`config.mk`:
```
export PLATFORM = sky130hd
export DESIGN_NAME = interpolated_string_scanner_top
export DESIGN_NICKNAME = d
export VERILOG_FILES = /design/src/rtl/core/isc_pkg.sv /design/src/rtl/core/isc_scan.sv /design/src/rtl/core/isc_res_queue.sv /design/src/rtl/core/interpolated_string_scanner_top.sv
export SDC_FILE = /design/constraint.sdc
export NUM_CORES = 1
export LEC_CHECK = 0
export ABC_AREA = 1
export BUFFER_PORTS_ARGS = -buffer_cell sky130_fd_sc_hd__buf_2
export CAP_MARGIN = 30
export CORE_ASPECT_RATIO = 1.5
export CORE_MARGIN = 8
export CORE_UTILIZATION = 45
export CTS_BUF_LIST = sky130_fd_sc_hd__clkbuf_16
export CTS_CLUSTER_DIAMETER = 50
export DETAILED_ROUTE_END_ITERATION = 8
export PLACE_DENSITY = 0.69
export SLEW_MARGIN = 20
export SYNTH_ARGS = -nofsm -noshare
export SYNTH_HDL_FRONTEND = slang
export SYNTH_SLANG_ARGS = --single-unit
```
`constraint.sdc`:
```
create_clock -name aclk -period 12.6 [get_ports aclk]
set_input_delay 1.26 -clock aclk [delete_from_list [all_inputs] [get_ports aclk]]
set_output_delay 1.26 -clock aclk [all_outputs]
set_load 0.1 [all_outputs]
```
`src/rtl/core/isc_pkg.sv`:
```
// ----------------------------------------------------------------------------
// isc_pkg
// Shared types and constants for the interpolated string scanner.
// ----------------------------------------------------------------------------
package isc_pkg;

    // default limits
    localparam int MAX_LENGTH_DEF = 65536;
    localparam int MAX_DEPTH_DEF  = 255;

    // result queue depth
    localparam int RES_DEPTH = 4;
    localparam int RES_PTR_W = $clog2(RES_DEPTH);
    localparam int RES_CNT_W = $clog2(RES_DEPTH + 1);

    // character codes
    localparam logic [7:0] CH_BSLASH = 8'h5C;
    localparam logic [7:0] CH_LBRACE = 8'h7B;
    localparam logic [7:0] CH_RBRACE = 8'h7D;
    localparam logic [7:0] CH_EQUAL  = 8'h3D;
    localparam logic [7:0] CH_COLON  = 8'h3A;
    localparam logic [7:0] CH_DQUOTE = 8'h22;
    localparam logic [7:0] CH_SQUOTE = 8'h27;
    localparam logic [7:0] CH_LPAREN = 8'h28;
    localparam logic [7:0] CH_LBRACK = 8'h5B;
    localparam logic [7:0] CH_RPAREN = 8'h29;
    localparam logic [7:0] CH_RBRACK = 8'h5D;

    // result kinds
    localparam logic [1:0] KIND_LITERAL = 2'd0;
    localparam logic [1:0] KIND_EXPR    = 2'd1;
    localparam logic [1:0] KIND_DONE_OK = 2'd2;
    localparam logic [1:0] KIND_ERROR   = 2'd3;

    // scanner modes
    typedef enum logic [8:0] {
        MODE_LIT       = 9'b000000001,
        MODE_LIT_ESC   = 9'b000000010,
        MODE_BRACE     = 9'b000000100,
        MODE_EXPR      = 9'b000001000,
        MODE_EXPR_ESC  = 9'b000010000,
        MODE_QUOTE     = 9'b000100000,
        MODE_QUOTE_ESC = 9'b001000000,
        MODE_EQ        = 9'b010000000,
        MODE_DRAIN     = 9'b100000000
    } mode_t;

    // one result item
    typedef struct packed {
        logic [1:0]  kind;
        logic [7:0]  byte_out;
        logic [15:0] expr_first;
        logic [15:0] expr_past;
        logic [15:0] fmt_first;
        logic [15:0] fmt_close;
        logic        echo_eq;
        logic        fmt_on;
        logic        last_result;
    } result_t;

    localparam int TDATA_W = 80;

endpackage

```
`src/rtl/core/isc_scan.sv`:
```
// ----------------------------------------------------------------------------
// isc_scan
// Scanner state and one-character update; emits up to two results a step.
// ----------------------------------------------------------------------------
module isc_scan #(
    parameter int MAX_LENGTH = isc_pkg::MAX_LENGTH_DEF,
    parameter int MAX_DEPTH  = isc_pkg::MAX_DEPTH_DEF
) (
    input  logic              aclk,
    input  logic              aresetn,
    input  logic              step,
    input  logic [7:0]        ch,
    input  logic              last,
    output isc_pkg::result_t  res0,
    output isc_pkg::result_t  res1,
    output logic [1:0]        res_count
);
    import isc_pkg::*;

    localparam int POS_W   = $clog2(MAX_LENGTH + 1);
    localparam int DEPTH_W = $clog2(MAX_DEPTH + 1);

    mode_t              mode_reg, mode_next, mode_cur;
    logic               quote_single_reg, quote_single_next;
    logic [DEPTH_W-1:0] depth_reg, depth_next;
    logic [POS_W-1:0]   pos_reg, pos_next;
    logic [15:0]        es_reg, es_next;
    logic [15:0]        ee_reg, ee_next;
    logic [15:0]        ss_reg, ss_next;
    logic [15:0]        eq_pos_reg, eq_pos_next;
    logic               self_reg, self_next;
    logic               spec_reg, spec_next;
    logic               ovf_reg, ovf_next;

    logic               do_expr;
    logic               have0;
    logic               ok;
    logic [15:0]        pos16;
    result_t            r0, r1, fin;

    // single-character state update
    always_comb begin
        mode_next         = mode_reg;
        quote_single_next = quote_single_reg;
        depth_next        = depth_reg;
        es_next           = es_reg;
        ee_next           = ee_reg;
        ss_next           = ss_reg;
        eq_pos_next       = eq_pos_reg;
        self_next         = self_reg;
        spec_next         = spec_reg;
        ovf_next          = ovf_reg;
        do_expr           = 1'b0;
        have0             = 1'b0;
        ok                = 1'b0;
        r0                = '0;
        r1                = '0;
        fin               = '0;
        pos16             = 16'(pos_reg);
        mode_cur          = mode_reg;

        // length overflow
        if (mode_reg != MODE_DRAIN && pos_reg >= POS_W'(MAX_LENGTH)) begin
            ovf_next = 1'b1;
            mode_cur = MODE_DRAIN;
        end
        mode_next = mode_cur;

        unique case (mode_cur)
            MODE_LIT: begin
                if (ch == CH_BSLASH) begin
                    have0       = 1'b1;
                    r0.byte_out = ch;
                    mode_next   = MODE_LIT_ESC;
                end else if (ch == CH_LBRACE) begin
                    mode_next = MODE_BRACE;
                end else begin
                    have0       = 1'b1;
                    r0.byte_out = ch;
                end
            end
            MODE_LIT_ESC: begin
                have0       = 1'b1;
                r0.byte_out = ch;
                mode_next   = MODE_LIT;
            end
            MODE_BRACE: begin
                if (ch == CH_LBRACE) begin
                    have0       = 1'b1;
                    r0.byte_out = CH_LBRACE;
                    mode_next   = MODE_LIT;
                end else begin
                    es_next    = pos16;
                    ee_next    = '0;
                    ss_next    = '0;
                    depth_next = '0;
                    self_next  = 1'b0;
                    spec_next  = 1'b0;
                    mode_next  = MODE_EXPR;
                    do_expr    = 1'b1;
                end
            end
            MODE_EXPR: begin
                do_expr = 1'b1;
            end
            MODE_EXPR_ESC: begin
                mode_next = MODE_EXPR;
            end
            MODE_QUOTE: begin
                if (ch == CH_BSLASH) begin
                    mode_next = MODE_QUOTE_ESC;
                end else if (ch == (quote_single_reg ? CH_SQUOTE : CH_DQUOTE)) begin
                    mode_next = MODE_EXPR;
                end
            end
            MODE_QUOTE_ESC: begin
                mode_next = MODE_QUOTE;
            end
            MODE_EQ: begin
                mode_next = MODE_EXPR;
                if (ch != CH_EQUAL) begin
                    if (!self_reg) begin
                        ee_next   = eq_pos_reg;
                        self_next = 1'b1;
                    end
                    do_expr = 1'b1;
                end
            end
            default: begin
                mode_next = MODE_DRAIN;
            end
        endcase

        // character inside an expression
        if (do_expr) begin
            unique case (ch)
                CH_BSLASH: mode_next = MODE_EXPR_ESC;
                CH_DQUOTE: begin
                    quote_single_next = 1'b0;
                    mode_next         = MODE_QUOTE;
                end
                CH_SQUOTE: begin
                    quote_single_next = 1'b1;
                    mode_next         = MODE_QUOTE;
                end
                CH_LBRACE, CH_LPAREN, CH_LBRACK: begin
                    if (depth_next >= DEPTH_W'(MAX_DEPTH)) begin
                        ovf_next  = 1'b1;
                        mode_next = MODE_DRAIN;
                    end else begin
                        depth_next = depth_next + 1'b1;
                    end
                end
                CH_RPAREN, CH_RBRACK: begin
                    if (depth_next != '0) depth_next = depth_next - 1'b1;
                end
                CH_RBRACE: begin
                    if (depth_next != '0) begin
                        depth_next = depth_next - 1'b1;
                    end else begin
                        if (!self_next && !spec_next) ee_next = pos16;
                        have0         = 1'b1;
                        r0.kind       = KIND_EXPR;
                        r0.expr_first = es_next;
                        r0.expr_past  = ee_next;
                        r0.fmt_first  = spec_next ? ss_next : 16'd0;
                        r0.fmt_close  = spec_next ? pos16 : 16'd0;
                        r0.echo_eq    = self_next;
                        r0.fmt_on     = spec_next;
                        self_next     = 1'b0;
                        spec_next     = 1'b0;
                        mode_next     = MODE_LIT;
                    end
                end
                CH_EQUAL: begin
                    if (depth_next == '0 && !spec_next) begin
                        eq_pos_next = pos16;
                        mode_next   = MODE_EQ;
                    end
                end
                CH_COLON: begin
                    if (depth_next == '0 && !spec_next) begin
                        if (!self_next) ee_next = pos16;
                        spec_next = 1'b1;
                        ss_next   = pos16 + 16'd1;
                    end
                end
                default: begin
                end
            endcase
        end

        // position advances up to the limit
        pos_next = (pos_reg < POS_W'(MAX_LENGTH)) ? pos_reg + 1'b1 : pos_reg;

        // end of string: status result and return to reset state
        if (last) begin
            ok = !ovf_next && (mode_next == MODE_LIT || mode_next == MODE_LIT_ESC);
            fin.kind          = ok ? KIND_DONE_OK : KIND_ERROR;
            fin.last_result   = 1'b1;
            mode_next         = MODE_LIT;
            quote_single_next = 1'b0;
            depth_next        = '0;
            pos_next          = '0;
            es_next           = '0;
            ee_next           = '0;
            ss_next           = '0;
            eq_pos_next       = '0;
            self_next         = 1'b0;
            spec_next         = 1'b0;
            ovf_next          = 1'b0;
            if (have0) begin
                r1 = fin;
            end else begin
                r0 = fin;
            end
        end else begin
            r0.last_result = have0;
        end
    end

    assign res0      = r0;
    assign res1      = r1;
    assign res_count = {1'b0, have0} + {1'b0, last};

    // state registers
    always_ff @(posedge aclk) begin
        if (!aresetn) begin
            mode_reg         <= MODE_LIT;
            quote_single_reg <= 1'b0;
            depth_reg        <= '0;
            pos_reg          <= '0;
            es_reg           <= '0;
            ee_reg           <= '0;
            ss_reg           <= '0;
            eq_pos_reg       <= '0;
            self_reg         <= 1'b0;
            spec_reg         <= 1'b0;
            ovf_reg          <= 1'b0;
        end else if (step) begin
            mode_reg         <= mode_next;
            quote_single_reg <= quote_single_next;
            depth_reg        <= depth_next;
            pos_reg          <= pos_next;
            es_reg           <= es_next;
            ee_reg           <= ee_next;
            ss_reg           <= ss_next;
            eq_pos_reg       <= eq_pos_next;
            self_reg         <= self_next;
            spec_reg         <= spec_next;
            ovf_reg          <= ovf_next;
        end
    end

endmodule

```
`src/rtl/core/isc_res_queue.sv`:
```
// ----------------------------------------------------------------------------
// isc_res_queue
// Small result queue that takes up to two results a cycle and gives one when out_ready is high.
// ----------------------------------------------------------------------------
module isc_res_queue (
    input  logic              aclk,
    input  logic              aresetn,
    input  logic [1:0]        push_count,
    input  isc_pkg::result_t  push0,
    input  isc_pkg::result_t  push1,
    output logic              room,
    output logic              out_valid,
    input  logic              out_ready,
    output isc_pkg::result_t  out_res
);
    import isc_pkg::*;

    result_t              mem_reg [RES_DEPTH];
    logic [RES_PTR_W-1:0] wr_ptr_reg, wr_ptr_next;
    logic [RES_PTR_W-1:0] rd_ptr_reg, rd_ptr_next;
    logic [RES_CNT_W-1:0] count_reg, count_next;
    logic [RES_PTR_W-1:0] wr_ptr_1;
    logic                 pop;

    assign room      = count_reg <= RES_CNT_W'(RES_DEPTH - 2);
    assign out_valid = count_reg != '0;
    assign out_res   = mem_reg[rd_ptr_reg];
    assign pop       = out_valid && out_ready;
    assign wr_ptr_1  = wr_ptr_reg + 1'b1;

    // pointer and fill count
    always_comb begin
        wr_ptr_next = wr_ptr_reg + RES_PTR_W'(push_count);
        rd_ptr_next = pop ? rd_ptr_reg + 1'b1 : rd_ptr_reg;
        count_next  = count_reg + RES_CNT_W'(push_count) - RES_CNT_W'(pop);
    end

    always_ff @(posedge aclk) begin
        if (!aresetn) begin
            wr_ptr_reg <= '0;
            rd_ptr_reg <= '0;
            count_reg  <= '0;
        end else begin
            wr_ptr_reg <= wr_ptr_next;
            rd_ptr_reg <= rd_ptr_next;
            count_reg  <= count_next;
        end
    end

    // entry storage
    always_ff @(posedge aclk) begin
        if (push_count != 2'd0) mem_reg[wr_ptr_reg] <= push0;
        if (push_count == 2'd2) mem_reg[wr_ptr_1] <= push1;
    end

endmodule

```
`src/rtl/core/interpolated_string_scanner_top.sv`:
```
// ----------------------------------------------------------------------------
// interpolated_string_scanner_top
// Scans interpolated string characters into literal bytes, expression
// descriptors and a final status result per string.
// ----------------------------------------------------------------------------
// a character waits in the input register, then its results go to the
// result queue, which offers them; throughput: one character per cycle while
// the queue has room; the last character of a string can give two results, the
// queue drains one a cycle while m_tready is high and holds input back at three
// reset: aresetn clears the scanner to literal mode at position zero and
// empties the input register and the result queue
module interpolated_string_scanner_top #(
    parameter int MAX_LENGTH = isc_pkg::MAX_LENGTH_DEF,
    parameter int MAX_DEPTH  = isc_pkg::MAX_DEPTH_DEF
) (
    input  logic                        aclk,
    input  logic                        aresetn,
    input  logic                        s_tvalid,
    output logic                        s_tready,
    input  logic [7:0]                  s_tdata,   // ch
    input  logic                        s_tlast,
    output logic                        m_tvalid,
    input  logic                        m_tready,
    // byte_out, expr_first, expr_past, fmt_first, fmt_close, echo_eq, fmt_on
    output logic [isc_pkg::TDATA_W-1:0] m_tdata,
    output logic [1:0]                  m_tuser,   // kind
    output logic                        m_tlast
);
    import isc_pkg::*;

    logic       in_valid_reg;
    logic [7:0] ch_reg;
    logic       last_reg;
    logic       room;
    logic       step;
    logic [1:0] res_count;
    logic [1:0] push_count;
    result_t    res0, res1, head;

    assign step       = in_valid_reg && room;
    assign s_tready   = !in_valid_reg || step;
    assign push_count = step ? res_count : 2'd0;

    // input register
    always_ff @(posedge aclk) begin
        if (!aresetn) begin
            in_valid_reg <= 1'b0;
        end else if (s_tready) begin
            in_valid_reg <= s_tvalid;
        end
    end

    always_ff @(posedge aclk) begin
        if (s_tready && s_tvalid) begin
            ch_reg   <= s_tdata;
            last_reg <= s_tlast;
        end
    end

    isc_scan #(
        .MAX_LENGTH (MAX_LENGTH),
        .MAX_DEPTH  (MAX_DEPTH)
    ) u_scan (
        .aclk      (aclk),
        .aresetn   (aresetn),
        .step      (step),
        .ch        (ch_reg),
        .last      (last_reg),
        .res0      (res0),
        .res1      (res1),
        .res_count (res_count)
    );

    isc_res_queue u_queue (
        .aclk       (aclk),
        .aresetn    (aresetn),
        .push_count (push_count),
        .push0      (res0),
        .push1      (res1),
        .room       (room),
        .out_valid  (m_tvalid),
        .out_ready  (m_tready),
        .out_res    (head)
    );

    // result packing
    assign m_tuser = head.kind;
    assign m_tlast = head.last_result;
    assign m_tdata = {6'b0, head.fmt_on, head.echo_eq, head.fmt_close, head.fmt_first,
                      head.expr_past, head.expr_first, head.byte_out};

endmodule
```
==> flow_metrics.env <==
export IMPL_hold_end="u_queue.mem_reg[1][58]"
export IMPL_die_area_um2=50110
export IMPL_period_needed_ps=5719
export IMPL_yosysUniqueCellTypes=46
export IMPL_port_buffers=91
export IMPL_cts_hold_buffers=0
export IMPL_core_area_um2=42700
export IMPL_slew_viol_final=0
export IMPL_boundaryPins=98
export IMPL_drt_pass1_iterations=6
export IMPL_p_per_area_nw_per_um2=196.3
export IMPL_finalWirelength_um=60460
export IMPL_setup_viol=0
export IMPL_place_inst=3243
export IMPL_worstPathMaxFanout=68
export IMPL_initial_utilization=0.4539
export IMPL_drt_met1_wl_um=22990
export IMPL_path_clk_slew_ps=60
export IMPL_routabilityCongestion=0.8854
export IMPL_via_count=18706
export IMPL_die_w_um=185.5
export IMPL_min_period_over_period=0.4539
export IMPL_hold_viol_final=0
export IMPL_hp_class="reg2reg"
export IMPL_dr_wl_met3_um=3950
export IMPL_top_layer="met4"
export IMPL_synth_seq_cells=429
export IMPL_vias_per_cell=5.638
export IMPL_reg2reg_slack_ps=6880
export IMPL_track_usage=0.2348
export IMPL_required_ps=13050
export IMPL_route_met2_wl_um=30770
export IMPL_dpl_hpwl_um=37950
export IMPL_p_leak_nw=8.438
export IMPL_drt_iter0_drc=1628
export IMPL_worstHoldPathCells=2
export IMPL_synth_seq_area_share=0.4539
export IMPL_std_cell_rows=93
export IMPL_hold_slack_ps=451.6
export IMPL_grt_max_degree=87
export IMPL_synth_area_um2=19380
export IMPL_synth_avg_cell_area_um2=7.087
export IMPL_htreeDepth=2
export IMPL_post_cts_resize_count=0
export IMPL_arrival_ps=6170
export IMPL_critical_path_class="reg2reg"
export IMPL_grt_pass1_wl_um=95360
export IMPL_ir_worst_vdd_mv=0.1481
export IMPL_max_clock_freq_ghz=0.1749
export IMPL_numCtsBuffers=43
export IMPL_synth_edf_count=21
export IMPL_yosysWarnings=0
export IMPL_critPathCaptureType="flip-flop"
export IMPL_largest_reg_flops=308
export IMPL_cts_sinks=429
export IMPL_r2r_end="u_queue.mem_reg[0][56]"
export IMPL_critPathLaunchType="flip-flop"
export IMPL_r2r_cells=22
export IMPL_detail_route_wl_per_cell_um=18.22
export IMPL_clkLatencyLatePin_ps=550
export IMPL_status="complete, no violations"
export IMPL_diodes=0
export IMPL_drive_gt1_frac=0.09789
export IMPL_synth_ff_type="dfxtp_1"
export IMPL_p_total_mw=4.184
export IMPL_nets=2742
export IMPL_tightest_slew_ps=1027
export IMPL_drv_cap=0
export IMPL_slew_headroom=0.3151
export IMPL_grt_pass1_vias=17943
export IMPL_drc=0
export IMPL_synth_cells=2735
export IMPL_cts_tree="yes"
export IMPL_min_from="u_queue.mem_reg[1][58]"
export IMPL_synthArstFlopShare=0
export IMPL_stdcell_count=3318
export IMPL_cts_buffer_depth=3
export IMPL_rsz0062_at_grt="no"
export IMPL_skew_ps=18.89
export IMPL_setup_tns_ps=0
export IMPL_ant_nets=0
export IMPL_cts_root_buf="clkbuf_16"
export IMPL_grt_overflow_total=0
export IMPL_regToRegStartpoint="u_scan.pos_reg[16]"
export IMPL_cts_setup_buffers=0
export IMPL_area_growth_pct=9.986
export IMPL_grt_antenna_before_repair=0
export IMPL_die_y_um=270.2
worst max-delay path by stage:
stage                       start                      to  slack, ps
5_1_grt        u_scan.pos_reg[16]  u_queue.mem_reg[1][53]       6410
3_5_place_dp   u_scan.pos_reg[16]  u_queue.mem_reg[1][52]       7020
3_3_place_gp   u_scan.pos_reg[16]  u_queue.mem_reg[2][49]       7240
4_1_cts        u_scan.pos_reg[16]  u_queue.mem_reg[1][52]       7000
6_report       u_scan.pos_reg[16]  u_queue.mem_reg[0][56]       6880
2_1_floorplan  u_scan.pos_reg[16]  u_queue.mem_reg[3][54]       8640
kinds of logic (layout without fill, tap and decap cells):
group	count (synthesis)	count (layout)	synth area share
flip-flops	429	429	0.4539
buffers and inverters	323	331	0.06803
other	1	6	0.0001935
XOR/XNOR	18	18	0.008133
multiplexers	14	14	0.008133
AO/OA/AOI/OAI	757	757	0.2050
adder cells (fa/ha/maj)	11	11	0.007488
AND/OR/NAND/NOR	1182	1182	0.2491
final cells by class:
| class | instances | area, µm² |
|---|---|---|
| multi-input combinational | 1988 | 9305 |
| tap | 570 | 713.2 |
| inverter | 139 | 524.3 |
| timing repair buffer | 117 | 663.1 |
| clock buffer | 43 | 1076 |
| clock inverter | 32 | 234.0 |
| sequential | 429 | 8803 |
| fill | 4223 | 21390 |
metrics by stage:
step	util	setup WS (ps)	area (µm²)
after global placement	0.4680	7236	19990
after floorplan	-	8639	19400
after CTS	0.4992	7004	21320
after detailed placement	0.4685	7022	20010
after global routing	0.4992	6413	21320
final	0.4992	6881	21320
synth_stat cells, types with 2 or more instances:
master	number	area (µm²)
nand3_2	4	40.04
nand2_1	766	2875
buf_2	25	125.1
a31oi_1	2	12.51
nand3_1	90	450.4
o21ai_2	2	17.52
o211ai_1	18	135.1
o21ai_1	102	510.5
nor2_2	3	18.77
xnor2_1	2	17.52
o31ai_1	2	15.01
dfxtp_1	408	8168
o41ai_1	2	17.52
a21oi_1	147	735.7
nor2_4	3	33.78
nor3_1	17	85.08
inv_1	130	488.0
nand4_1	20	125.1
clkbuf_1	140	525.5
xor2_1	16	140.1
clkinv_1	2	7.510
buf_4	11	82.58
nor2_1	234	878.3
o21ai_0	401	2007
edfxtp_1	21	630.6
nor4_1	4	25.02
buf_1	4	15.01
mux2_2	14	157.7
o22ai_1	77	481.7
nand2_2	35	219.0
ha_1	10	125.1
buf_6	3	33.78
inv_2	7	26.28
where the power goes:
part | internal (mW) | total, mW | leakage [nW] | switching (mW)
combinational | 0.233 | 1.44 | 4.29 | 1.21
clock | 0.668 | 1.22 | 0.657 | 0.550
sequential | 1.46 | 1.52 | 3.50 | 0.0602
total | 2.37 | 4.18 | 8.44 | 1.82
metal layers:
metal / up-vias / track usage
met3: 171 / 0.02746
met4: 0 / 0.1220
li1: 9013 / -
met5: - / 0
met2: 714 / 0.4202
met1: 8808 / 0.2672
critical path, stage by stage, from the launching register on:
cell	delay [ps]
dfxtp_1	490
inv_2	140
nand2_1	110
nand2_2	110
nor2_4	170
nand4_4	100
buf_4	350
nand2_1	250
ha_1	210
nand2_1	90
nor2_4	540
nand3_2	280
nand2_1	200
inv_1	60
ha_1	340
nor2_1	270
nor2_1	150
nand3_1	180
nand2_1	180
inv_2	320
buf_4	710
nand2_1	90
o21ai_0	120
cell usage in the layout, fill, tap and decap left out, drive strengths merged:
cell | netlist | routed
nand2 | 802 | 802
o21ai | 506 | 506
dfxtp | 408 | 408
nor2 | 241 | 241
a21oi | 147 | 147
inv | 137 | 145
buf | 44 | 117
nand3 | 94 | 94
o22ai | 77 | 77
clkbuf | 140 | 43
nand4 | 22 | 22
clkinv | 2 | 22
edfxtp | 21 | 21
o211ai | 18 | 18
nor3 | 17 | 17
xor2 | 16 | 16
mux2 | 14 | 14
ha | 10 | 10
conb | 1 | 6
nor4 | 4 | 4
a31oi | 2 | 2
o41ai | 2 | 2
o31ai | 2 | 2
xnor2 | 2 | 2
bufinv | 0 | 2
clkinvlp | 0 | 2
and2 | 1 | 1
a21boi | 1 | 1
a32oi | 1 | 1
o2111ai | 1 | 1
or2 | 1 | 1
fa | 1 | 1
(Power assumes the default switching activity.)
